===== config.mk =====
export PLATFORM = sky130hd
export DESIGN_NAME = aedl_ctrl
export DESIGN_NICKNAME = d
export VERILOG_FILES = /design/src/hdl/aedl_pkg.sv /design/src/hdl/aedl_ctrl.sv
export SDC_FILE = /design/constraint.sdc
export NUM_CORES = 1
export LEC_CHECK = 0
export BUFFER_PORTS_ARGS = -buffer_cell sky130_fd_sc_hd__buf_2
export CORE_AREA = 2 2 39 41
export CTS_CLUSTER_DIAMETER = 50
export DETAILED_ROUTE_END_ITERATION = 10
export DIE_AREA = 0 0 41 43
export PLACE_DENSITY_LB_ADDON = 0.1
export REMOVE_ABC_BUFFERS = 1
export SLEW_MARGIN = 5
export SYNTH_ARGS = -nofsm -noshare
export SYNTH_HDL_FRONTEND = slang
export SYNTH_SLANG_ARGS = --single-unit

===== constraint.sdc =====
create_clock -name clk_i -period 1.2 [get_ports clk_i]
set_input_delay 0.12 -clock clk_i [delete_from_list [all_inputs] [get_ports clk_i]]
set_output_delay 0.12 -clock clk_i [all_outputs]
set_load 0.01 [all_outputs]

===== src/hdl/aedl_pkg.sv =====
// Package with shared types, register codes and defaults for the audio echo delay line.
`default_nettype none

package aedl_pkg;

  localparam int unsigned DELAY_DEPTH_DEF = 32768;
  localparam int unsigned SAMPLE_BITS_DEF = 16;

  localparam int unsigned CFG_IDX_W  = 3;
  localparam int unsigned CFG_DATA_W = 16;

  typedef enum logic [CFG_IDX_W-1:0] {
    REG_MODE        = 3'd0,
    REG_DELAY       = 3'd1,
    REG_ECHO_GAIN   = 3'd2,
    REG_FEEDFORWARD = 3'd3,
    REG_FEEDBACK    = 3'd4,
    REG_BLEND       = 3'd5
  } cfg_reg_e;

  typedef enum logic [1:0] {
    MODE_FEEDFORWARD = 2'd0,
    MODE_FEEDBACK    = 2'd1,
    MODE_UNIVERSAL   = 2'd2
  } mode_e;

  typedef struct packed {
    logic [1:0]         mode;
    logic [15:0]        delay_samples;
    logic [15:0]        echo_gain;
    logic signed [15:0] feedforward_coef;
    logic signed [15:0] feedback_coef;
    logic signed [15:0] blend_coef;
  } cfg_t;

  localparam logic [15:0] DELAY_RST = 16'd1;
  localparam logic [15:0] GAIN_RST  = 16'd16384;
  localparam logic [15:0] BLEND_RST = 16'd16384;
  localparam logic [16:0] GAIN_ONE  = 17'd32768;

  typedef struct packed {
    logic accept;
    logic read;
    logic mul1;
    logic sum1;
    logic mul2;
    logic finish;
  } cmd_t;

  typedef struct packed {
    logic out_busy;
  } status_t;

endpackage

`default_nettype wire


===== src/hdl/aedl_ctrl.sv =====
// Controller state machine that sequences one sample through the datapath.
`default_nettype none

module aedl_ctrl (
  input  logic             clk_i,
  input  logic             rst_ni,
  input  logic             s_valid_i,
  output logic             s_ready_o,
  input  aedl_pkg::status_t stat_i,
  output aedl_pkg::cmd_t    cmd_o
);
  import aedl_pkg::*;

  localparam logic [2:0] ST_IDLE = 3'd0;
  localparam logic [2:0] ST_READ = 3'd1;
  localparam logic [2:0] ST_MUL1 = 3'd2;
  localparam logic [2:0] ST_SUM1 = 3'd3;
  localparam logic [2:0] ST_MUL2 = 3'd4;
  localparam logic [2:0] ST_DONE = 3'd5;

  logic [2:0] state_q, state_d;

  assign s_ready_o = (state_q == ST_IDLE);

  always_comb begin
    state_d = state_q;
    cmd_o   = '0;
    unique case (state_q)
      ST_IDLE: begin
        if (s_valid_i) begin
          cmd_o.accept = 1'b1;
          state_d      = ST_READ;
        end
      end
      ST_READ: begin
        cmd_o.read = 1'b1;
        state_d    = ST_MUL1;
      end
      ST_MUL1: begin
        cmd_o.mul1 = 1'b1;
        state_d    = ST_SUM1;
      end
      ST_SUM1: begin
        cmd_o.sum1 = 1'b1;
        state_d    = ST_MUL2;
      end
      ST_MUL2: begin
        cmd_o.mul2 = 1'b1;
        state_d    = ST_DONE;
      end
      ST_DONE: begin
        if (!stat_i.out_busy) begin
          cmd_o.finish = 1'b1;
          state_d      = ST_IDLE;
        end
      end
      default: state_d = ST_IDLE;
    endcase
  end

  always_ff @(posedge clk_i or negedge rst_ni) begin
    if (!rst_ni) begin
      state_q <= ST_IDLE;
    end else begin
      state_q <= state_d;
    end
  end

endmodule

`default_nettype wire


; Yosys cells after proc, flatten, opt, wreduce, memory -nomap -nowiden
; Cells that the tools add are included.
[word_totals]
reg_bits = 3
latchBits = 0
ramBits = 0
romBits = 0
output_inout_bits = 7
memories = 0
[op_classes]
addsub = 0
n_mul = 0
div = 0
magnitude_cmp = 0
n_eq_ne = 7
n_shift = 0
mux = 11
bitwise_logic = 0
n_reduce_logical = 2
[op_table]
columns = cell, n
row1 = case mux 3 bit (6 select lines), 1
row2 = two-way mux 1 bit, 8
row3 = equality test 3 x 2 -> 1 bit (second input constant), 2
row4 = equality test 3 bit (second input constant), 2
row5 = two-way mux 3 bit, 2
row6 = inequality test 2 bit (second input constant), 2
row7 = equality test 3 x 1 -> 1 bit (second input constant), 1
row8 = zero test 3 bit, 1
row9 = AND reduction 2 bit, 1

; Depth between registers and ports, before layout
; Gate-level depths: netlist (run 1).
[logic_depth]
depth_word = 3
depth_mapped = 3
mapped_depth_nobuf = 2

; Worst setup path after synthesis (run 1)
; OpenSTA, ideal clock, no wires.
[synth_path]
path_type = reg-to-output
startpoint = reg state_q[0]
endpoint = out cmd_o[5] (netlist bit)
arrival_ps = 895
required_ps = 1080
path_slack_ps = 185
stages_incl_launch_ff = 4
cell_sequence = dfrtp_1 > buf_6 > nor3_4 > and2_1
[synth_lines]
columns = element, line
row1 = start: declaration, aedl_ctrl.sv:21  ; logic [2:0] state_q, state_d;
row2 = start signal: assignment, aedl_ctrl.sv:65  ; state_q <= state_d;
row3 = end: declaration, aedl_ctrl.sv:10  ; output aedl_pkg::cmd_t cmd_o

==> results.md, run 1 <==
* Max-Slew Margin vs Limit at 85.0%
* Combinational share of power at 52.6%
* Initial drt markers at 0
* Hold slack final at 170 ps
* Clk pwr share at 18.5%
* Antenna violation net count after detailed routing at 0
* DR pass1 iterations at 1
* Final Cell Area at 363 um^2
* Leak pwr at around 0.17 nW
* Clock Latency Late Sink at 230 ps
* Worst vdd ir at between 0.0007 and 0.0008 V
* Hpwl dp at 315 um
* Final worst path period need at 1250 ps
* Port-buffer cells at 10
* Slowest CP cell: dfrtp_2
* Area share of the largest cell type after synthesis at between 30% and 40%
* DRC Markers at 0
* Tot Pwr at between 0.9 and 1 mW
* # IOs at 11
* CP max FO at 5
* GRT overflow at 0
* Most common cell after layout, fill and taps aside: buf_2
* Worst-Margin Slew at between 200 and 250 ps
* First-pass GRT wire length at 924 um
* Routed wire length at about 570 um
* Top Registers: state_q: 3 flops
* Switching power share of the total at roughly two fifths
* P_sw at 0.389 mW
* Startpoint Class: flip-flop
* WP data required at 1080 ps
* Crit path buf inv count at 1
* Post-DP Area at between 200 and 300 um^2
* Setup Skew at 2.96 ps
* TritonCTS Sinks at 3
* Worst min path class: in2reg
* CP cell instances: nor3_4, and2_1, buf_2
* Netlist cell types at 15
* Placer Congestion at 0.576
* Chip width at 41 um
* Core footprint at between 1000 and 1500 um^2
* Largest delay contributor family on the critical path: flip-flops
* Row count at 14
* CTS Root Cell: clkbuf_4
* CP max stage delay at approximately 450 ps
* Post-synth top area cell: dfrtp_1
* Register Area at 78.8 um^2
* Setup violations, final at 6
* Crit share post-route at 105%
* Worst-path clk slew at 40 ps
* Seq pwr share at 28.9%
* Status: finished with violations
* Sequential share of the synthesized area at 33.3%
* Vias in the first global route at 208
* Multi-input logic area at between 100 and 150 um^2
* Worst EP arrival at 1130 ps
* Final core occ at 26.2%
* Pin count of the biggest net entering global routing at 9
* Initial antenna violation count at 0
* WL per Instance at roughly 11 um
* Die Height at roughly 43 um
* Die ar. at 1760 um^2
* Final hold violations at 0
* Largest reg by FF count: state_q
* CTS tree: yes
* Layout Nets at 43
* Violated checks: setup timing
* Synthesized cell area at 225 um^2
* # diodes at 0
* Total CTS buffers at 3
* H-tree level count at 1
* Max cap viols at 0
* Layout cells sized above 1 at 68.4%
* Fillcell total at around 160
* Initial core utilization at 16.3%
* P_int at between 0.6 and 0.7 mW
* DR vias at approximately 200
* Layout area overhead at 61.1%
* Mapped Cells at 21
* Most frequent cells in the layout: buf_2 (9), clkbuf_4 (3), buf_6 (3), buf_4 (3), dfrtp_2 (3)
* Clock buffer depth at 2
* Setup_tns at -174 ps
* Final number of max-transition violations at 0
* Cell Pwr Density at 2730 nW/um^2
* Critical path type: reg2out
* Setup crit end kind: output port
* Mapped Avg Cell Area at 10.7 um^2
* Final worst slack at -54.2 ps
* FF+latch count, synth at 3
* RSZ-0062 raised after global routing: yes
* Ranking of synthesized cells by area: dfrtp_1 (33%), buf_6 (15%), nor3_4 (7.2%)
* Yosys warns at 0
* Total GRT Usage at 8.75%
* Largest register FFs at 3
* Upper clock frequency limit at between 700 and 800 MHz
* Vias per std cell at 3.72
[power by group through the flow]
| stage | logic (mW) | registers, mW | clock network [mW] |
|---|---|---|---|
| 6_report | 0.521 | 0.286 | 0.183 |
| 3_5_place_dp | 0.338 | 0.296 | 0 |
| 5_1_grt | 0.584 | 0.297 | 0.206 |
| 4_1_cts | 0.513 | 0.276 | 0.186 |
| 2_1_floorplan | 0.238 | 0.261 | 0 |
| 3_3_place_gp | 0.345 | 0.294 | 0 |
[worst register-to-register path, delay by kind of cell (launching register included)]
family / cells / cell delay (ps)
AND/OR/NAND/NOR: 1 / 180
buffers and inverters: 2 / 270
AO/OA/AOI/OAI: 1 / 70
flip-flops: 1 / 450
[synthesized netlist by cell type, drive strengths merged]
cell type,instances
buf,3
dfrtp,3
nor3,3
nor3b,2
a221oi,1
a31o,1
and2,1
and3b,1
and4bb,1
inv,1
nand2,1
nand2b,1
nor2,1
xnor2,1
[per-stage QoR]
stage / instances / setup slack [ps]
final: 54 / -54.2
after global routing: 54 / -135
after CTS: 54 / -66.8
after detailed placement: 44 / 105
after global placement: 44 / 115
after floorplan: 18 / 171
[kinds of logic (layout without fill, tap and decap cells)]
group                  after synthesis  in the layout  share of synthesized area, %
AND/OR/NAND/NOR                     11             11                          38.3
buffers and inverters                4             21                          16.7
flip-flops                           3              3                          33.3
AO/OA/AOI/OAI                        2              2                          7.78
XOR/XNOR                             1              1                          3.89
[metal layers]
layer / GRT usage, % / part of all wire (%) / vias up
met5: 0 / 0 / -
met4: 10.0 / 3.3 / 0
li1: - / - / 107
met1: 11.3 / 49 / 83
met2: 10.3 / 43 / 9
met3: 2.09 / 4.5 / 2
[timing repair]
action | 4_1_cts | 5_1_grt
endpoints found under the hold margin | 3 | 0
gates cloned | 0 | 0
resized for setup | 7 | 2
pin swaps | 2 | 1
endpoints found under the setup margin | 7 | 7
buffers inserted | 5 | 0
hold buffers | 1 | 0
[area by class of cell]
| type | count | share of cell area [%] |
|---|---|---|
| well taps | 16 | 5.52 |
| repair buffers | 16 | 30.7 |
| multi-input cells | 14 | 33.8 |
| clock buffers | 4 | 7.24 |
| inverters | 1 | 1.03 |
| flip-flops and latches | 3 | 21.7 |
[final timing paths]
path | startpoint | end | slack (ps) | cells after the start
hold / removal | stat_i | state_q[0] | 170 | 3
hold reg to reg | state_q[0] | state_q[0] | 720 | 2
setup reg to reg | state_q[2] | state_q[0] | 90 | 4
min in group asynchronous | rst_ni | state_q[2] | 210 | 2
max in group asynchronous | rst_ni | state_q[1] | 870 | 2
setup / recovery | state_q[2] | cmd_o[5] | -50 | 3
(Power assumes the default switching activity.)
==> run 2: changes to the inputs <==
- TNS_END_PERCENT: unset -> 5
==> results.md, run 2 (synthesis gave the netlist of run 1 again) <==
* CP max stage delay at 450 ps (about the same)
* Status: finished with violations
* Layout cells sized above 1 at 68.4% (unchanged)
* Upper clock frequency limit at 797 MHz (unchanged)
* Violated checks: setup timing
* Slowest CP cell: dfrtp_2
* # diodes at 0 (unchanged)
* Worst-Margin Slew at 225 ps (unchanged)
* DR pass1 iterations at 1 (unchanged)
* DP Worst Slack at 105 ps (unchanged)
* Worst Setup SP: state_q[2]
* Startpoint Class: flip-flop
* CTS Root Cell: clkbuf_4
* Clock Latency Late Sink at 230 ps (about the same)
* Placer Congestion at 0.576 (unchanged)
* Critical path type: reg2out
* Largest reg by FF count: state_q
* Cell Pwr Density at 2730 nW/um^2 (unchanged)
* Worst-path clk slew at 40 ps (about the same)
* P_int at 0.600 mW (unchanged)
* Hold EP: state_q[0]
* Die Height at 43 um (unchanged)
* P_sw at 0.389 mW (unchanged)
* Hpwl dp at 315 um (unchanged)
* CP cell instances: nor3_4, and2_1, buf_2
* Final worst path period need at 1250 ps (unchanged)
* First-pass GRT wire length at 924 um (unchanged)
* Most common cell after layout, fill and taps aside: buf_2
* Antenna violation net count after detailed routing at 0 (unchanged)
* # IOs at 11 (unchanged)
* Crit share post-route at 105% (unchanged)
* Tot Pwr at 0.989 mW (unchanged)
* Vias per std cell at 3.72 (unchanged)
* Crit path buf inv count at 1 (unchanged)
* Combinational share of power at 52.6% (about the same)
* Setup violations, final at 6 (unchanged)
* Initial antenna violation count at 0 (unchanged)
* Final worst slack at -54.2 ps (unchanged)
* Largest delay contributor family on the critical path: flip-flops
* Total CTS buffers at 3 (unchanged)
* Worst EP arrival at 1130 ps (about the same)
* Hold Path Depth at 3 (unchanged)
* Layout Nets at 43 (unchanged)
* TritonCTS Sinks at 3 (unchanged)
* Largest register FFs at 3 (unchanged)
* Routed wire length at 573 um (unchanged)
* Total GRT Usage at 8.75% (unchanged)
* Setup crit end kind: output port
* Leak pwr at 0.170 nW (unchanged)
* Reg2reg path depth at 4 (unchanged)
* Final hold violations at 0 (unchanged)
* Clock buffer depth at 2 (unchanged)
* Max-Slew Margin vs Limit at 85.0% (unchanged)
* Chip width at 41 um (unchanged)
* WL per Instance at 10.6 um (unchanged)
* GRT overflow at 0 (unchanged)
* RSZ-0062 raised after global routing: yes
* Worst min path class: in2reg
* Pin count of the biggest net entering global routing at 9 (unchanged)
* Final number of max-transition violations at 0 (unchanged)
* Clk pwr share at 18.5% (about the same)
* Startpoint of the worst-slack reg-to-reg timing path: state_q[2]
* CTS tree: yes
* Min-delay src: stat_i
* Worst vdd ir at 0.000726 V (unchanged)
* DRC Markers at 0 (unchanged)
* Die ar. at 1760 um^2 (unchanged)
* Switching power share of the total at 39.3% (unchanged)
* Seq pwr share at 28.9% (about the same)
* Row count at 14 (unchanged)
* WP data required at 1080 ps (about the same)
* Core footprint at 1380 um^2 (unchanged)
* Vias in the first global route at 207 (-0.48%)
* Max cap viols at 0 (unchanged)
* Setup_tns at -174 ps (unchanged)
* Layout area overhead at 61.1% (unchanged)
* CP max FO at 5 (unchanged)
* RR Endpoint: state_q[0]
* Most frequent cells in the layout: buf_2 (9), clkbuf_4 (3), buf_6 (3), buf_4 (3), dfrtp_2 (3)
* Setup Skew at 2.96 ps (unchanged)
* Initial drt markers at 0 (unchanged)
* DR vias at 201 (unchanged)
* Top Registers: state_q: 3 flops
* Port-buffer cells at 10 (unchanged)
* Initial core utilization at 16.3% (unchanged)
* R2r setup slk at 90 ps (about the same)
* H-tree level count at 1 (unchanged)
run 2: what timing repair did:
action | in CTS | in global routing
gates resized for setup | 7 | 2
hold buffers | 1 | 0
hold endpoints to repair | 3 | 0
setup endpoints to repair | 7 | 7
setup buffers | 5 | 0
gates cloned | 0 | 0
pin swaps | 2 | 1
run 2: area by class of cell:
cell class | count | area (um^2)
Fill cell | 163 | 1020
Multi-Input combinational cell | 14 | 123
Timing Repair Buffer | 16 | 111
Sequential cell | 3 | 78.8
Clock buffer | 4 | 26.3
Tap cell | 16 | 20.0
Inverter | 1 | 3.75
run 2: how the worst max path moves through the flow:
stage | to | slack, ps | cells past startpoint
after CTS | cmd_o[5] | -70 | 3
after global placement | cmd_o[5] | 110 | 3
final | cmd_o[5] | -50 | 3
after global routing | cmd_o[5] | -140 | 3
after detailed placement | state_q[2] | 110 | 2
after floorplan | state_q[2] | 170 | 2
run 2: stage by stage:
step	area, um^2	instances	hold WS [ps]	util (%)
floorplan	191	18	-176	-
global placement	262	44	-81.8	18.9
detailed placement	262	44	-82.7	18.9
CTS	353	54	166	25.5
global route	363	54	196	26.2
finish	363	54	170	26.2
run 2: per-layer routing:
| layer | up-vias | track usage (%) | part of all wire [%] |
|---|---|---|---|
| li1 | 107 | - | - |
| met1 | 83 | 11.3 | 49 |
| met2 | 9 | 10.3 | 43 |
| met3 | 2 | 2.09 | 4.5 |
| met4 | 0 | 10.0 | 3.3 |
| met5 | - | 0 | 0 |
run 2: worst register-to-register path, delay by kind of cell, from the launching register on:
family                 cells  cell delay [ps]
AO/OA/AOI/OAI              1               70
buffers and inverters      2              270
AND/OR/NAND/NOR            1              180
flip-flops                 1              450
run 2: power groups by stage:
| stage | registers (mW) | logic [mW] | clock network [mW] |
|---|---|---|---|
| after floorplan | 0.261 | 0.238 | 0 |
| after global placement | 0.294 | 0.345 | 0 |
| after detailed placement | 0.296 | 0.338 | 0 |
| after CTS | 0.276 | 0.513 | 0.186 |
| after global routing | 0.297 | 0.584 | 0.206 |
| final | 0.286 | 0.521 | 0.183 |
==> run 3: changes to the inputs <==
- BUFFER_PORTS_ARGS: -buffer_cell sky130_fd_sc_hd__buf_2 -> unset
- DONT_BUFFER_PORTS: unset -> 1
- SETUP_SLACK_MARGIN: unset -> 0.15
==> results.md, run 3 (synthesis gave the netlist of run 1 again) <==
* Status: finished with violations
* Violated checks: setup timing
* Hold Path Depth at 2 (-1)
* Initial drt markers at 1 (+1)
* Startpoint Class: flip-flop
* Routed wire length at 564 um (-1.6%)
* RR Endpoint: state_q[2]
* Leak pwr at 0.143 nW (-16%)
* Hpwl dp at 341 um (+8.5%)
* Worst min path class: in2reg
* WP data required at 1080 ps (about the same)
* Setup violations, final at 2 (-4)
* Reg2reg path depth at 3 (-1)
* Port-buffer cells at 0 (-10)
* Final Cell Area at 342 um^2 (-5.9%)
* Vias in the first global route at 197 (-4.8%)
* Layout area overhead at 51.7%
* Register Area at 77.6 um^2 (-1.6%)
* Hold EP: state_q[0]
* Most common cell after layout, fill and taps aside: buf_4
* DP Worst Slack at 137 ps (+32.4 ps)
* Worst EP arrival at 1090 ps (-40 ps)
* CP max stage delay at 480 ps (+30 ps)
* CP cell instances: nor3_4, and2_4
* Placer Congestion at 0.664 (+15%)
* CP max FO at 8 (+3)
* Final core occ at 24.7% (-1.5 points)
* DR vias at 201 (unchanged)
* Min-delay src: stat_i
* Layout cells sized above 1 at 64.5% (-3.9 points)
* Hold slack final at 46.7 ps (-123 ps)
* Most frequent cells in the layout: buf_4 (6), clkbuf_4 (3), buf_6 (2), dfrtp_2 (2)
* Top Registers: state_q: 3 flops
* CTS tree: yes
* Core footprint at 1380 um^2 (unchanged)
* Layout Nets at 36 (-16%)
* Crit share post-route at 101% (-3.9 points)
* Antenna violation net count after detailed routing at 0 (unchanged)
* Final number of max-transition violations at 0 (unchanged)
* Multi-input logic area at 136 um^2 (+11%)
* TritonCTS Sinks at 3 (unchanged)
* WL per Instance at 12.0 um (+13%)
* Largest delay contributor family on the critical path: flip-flops
* Crit path buf inv count at 0 (-1)
* Post-DP Area at 241 um^2 (-7.7%)
* Final hold violations at 0 (unchanged)
* Worst vdd ir at 0.00112 V (+54%)
* Final worst slack at -7.80 ps (+46.4 ps)
* Max cap viols at 0 (unchanged)
* Initial antenna violation count at 0 (unchanged)
* GRT overflow at 0 (unchanged)
* Largest reg by FF count: state_q
* Final worst path period need at 1210 ps (-46.4 ps)
* Total CTS buffers at 3 (unchanged)
* Chip width at 41 um (unchanged)
* Total GRT Usage at 7.74% (-1.0 points)
* Vias per std cell at 4.28 (+15%)
* Fillcell total at 161 (-1.2%)
* Upper clock frequency limit at 828 MHz (+3.8%)
* Worst-Margin Slew at 226 ps (+1.22 ps)
* Critical path type: reg2out
* Worst-path clk slew at 40 ps (about the same)
* Setup_tns at -13.8 ps (+160 ps)
* Max-Slew Margin vs Limit at 84.9% (about the same)
* DRC Markers at 0 (unchanged)
* CTS Root Cell: clkbuf_4
* Pin count of the biggest net entering global routing at 9 (unchanged)
* Clock Latency Late Sink at 230 ps (about the same)
* R2r setup slk at 180 ps (+90 ps)
* Slowest CP cell: dfrtp_2
* Row count at 14 (unchanged)
* Die ar. at 1760 um^2 (unchanged)
* Cell Pwr Density at 2940 nW/um^2 (+7.8%)
* RSZ-0062 raised after global routing: yes
* Startpoint of the worst-slack reg-to-reg timing path: state_q[2]
* Die Height at 43 um (unchanged)
* Setup Skew at 1.58 ps (-1.38 ps)
* Setup crit end kind: output port
* Clock buffer depth at 2 (unchanged)
* DR pass1 iterations at 2 (+1)
* Initial core utilization at 16.3% (unchanged)
* # diodes at 0 (unchanged)
* H-tree level count at 1 (unchanged)
* First-pass GRT wire length at 828 um (-10%)
* # IOs at 11 (unchanged)
* Largest register FFs at 3 (unchanged)
## run 3: cell types whose count changed in the layout (fill, tap and decap cells not counted), sizes merged
| cell | delta |
|---|---|
| buf | -7 |
## run 3: worst max path at each step
stage / startpoint / to / slack [ps] / depth (start not counted)
floorplan: state_q[2] / state_q[2] / 170 / 2
global placement: state_q[1] / cmd_o[3] / 130 / 3
CTS: state_q[2] / cmd_o[2] / -10 / 2
finish: state_q[0] / cmd_o[5] / -8 / 2
global route: state_q[2] / cmd_o[2] / -60 / 2
detailed placement: state_q[1] / state_q[2] / 140 / 2
## run 3: final cells by class
class                      instances  area share, %
multi-input combinational         14           39.9
sequential                         3           22.7
timing repair buffer               9           22.7
clock buffer                       4           7.69
tap                               16           5.86
inverter                           1           1.10
## run 3: repair_timing
item / 4_1_cts / 5_1_grt
endpoints found under the hold margin: 3 / 0
pin swaps: 2 / 0
buffers inserted: 4 / 0
resized for setup: 8 / 2
endpoints found under the setup margin: 8 / 9
hold buffers: 1 / 0
## run 3: metal layers
metal	routed length, um	vias to the layer above	GRT usage (%)	part of all wire, %
li1	-	94	-	-
met5	0	-	0	0
met4	0	0	6.00	0
met1	237	96	9.35	42
met2	272	11	9.06	48
met3	55	0	5.24	9.8
## run 3: stage by stage
step           total power [mW]  cells
2_1_floorplan             0.499     18
3_3_place_gp              0.642     38
3_5_place_dp              0.639     38
4_1_cts                   0.994     47
5_1_grt                    1.08     47
6_report                   1.00     47
## run 3: worst register-to-register path, cell delays in order, from the launching register on
cell and delay [ps]:
dfrtp_1 400, buf_4 150, and3b_4 310, a31o_1 100
## run 3: power by group
part	internal [mW]	switching [mW]
logic	0.327	0.226
clock network	0.125	0.0519
registers	0.157	0.117
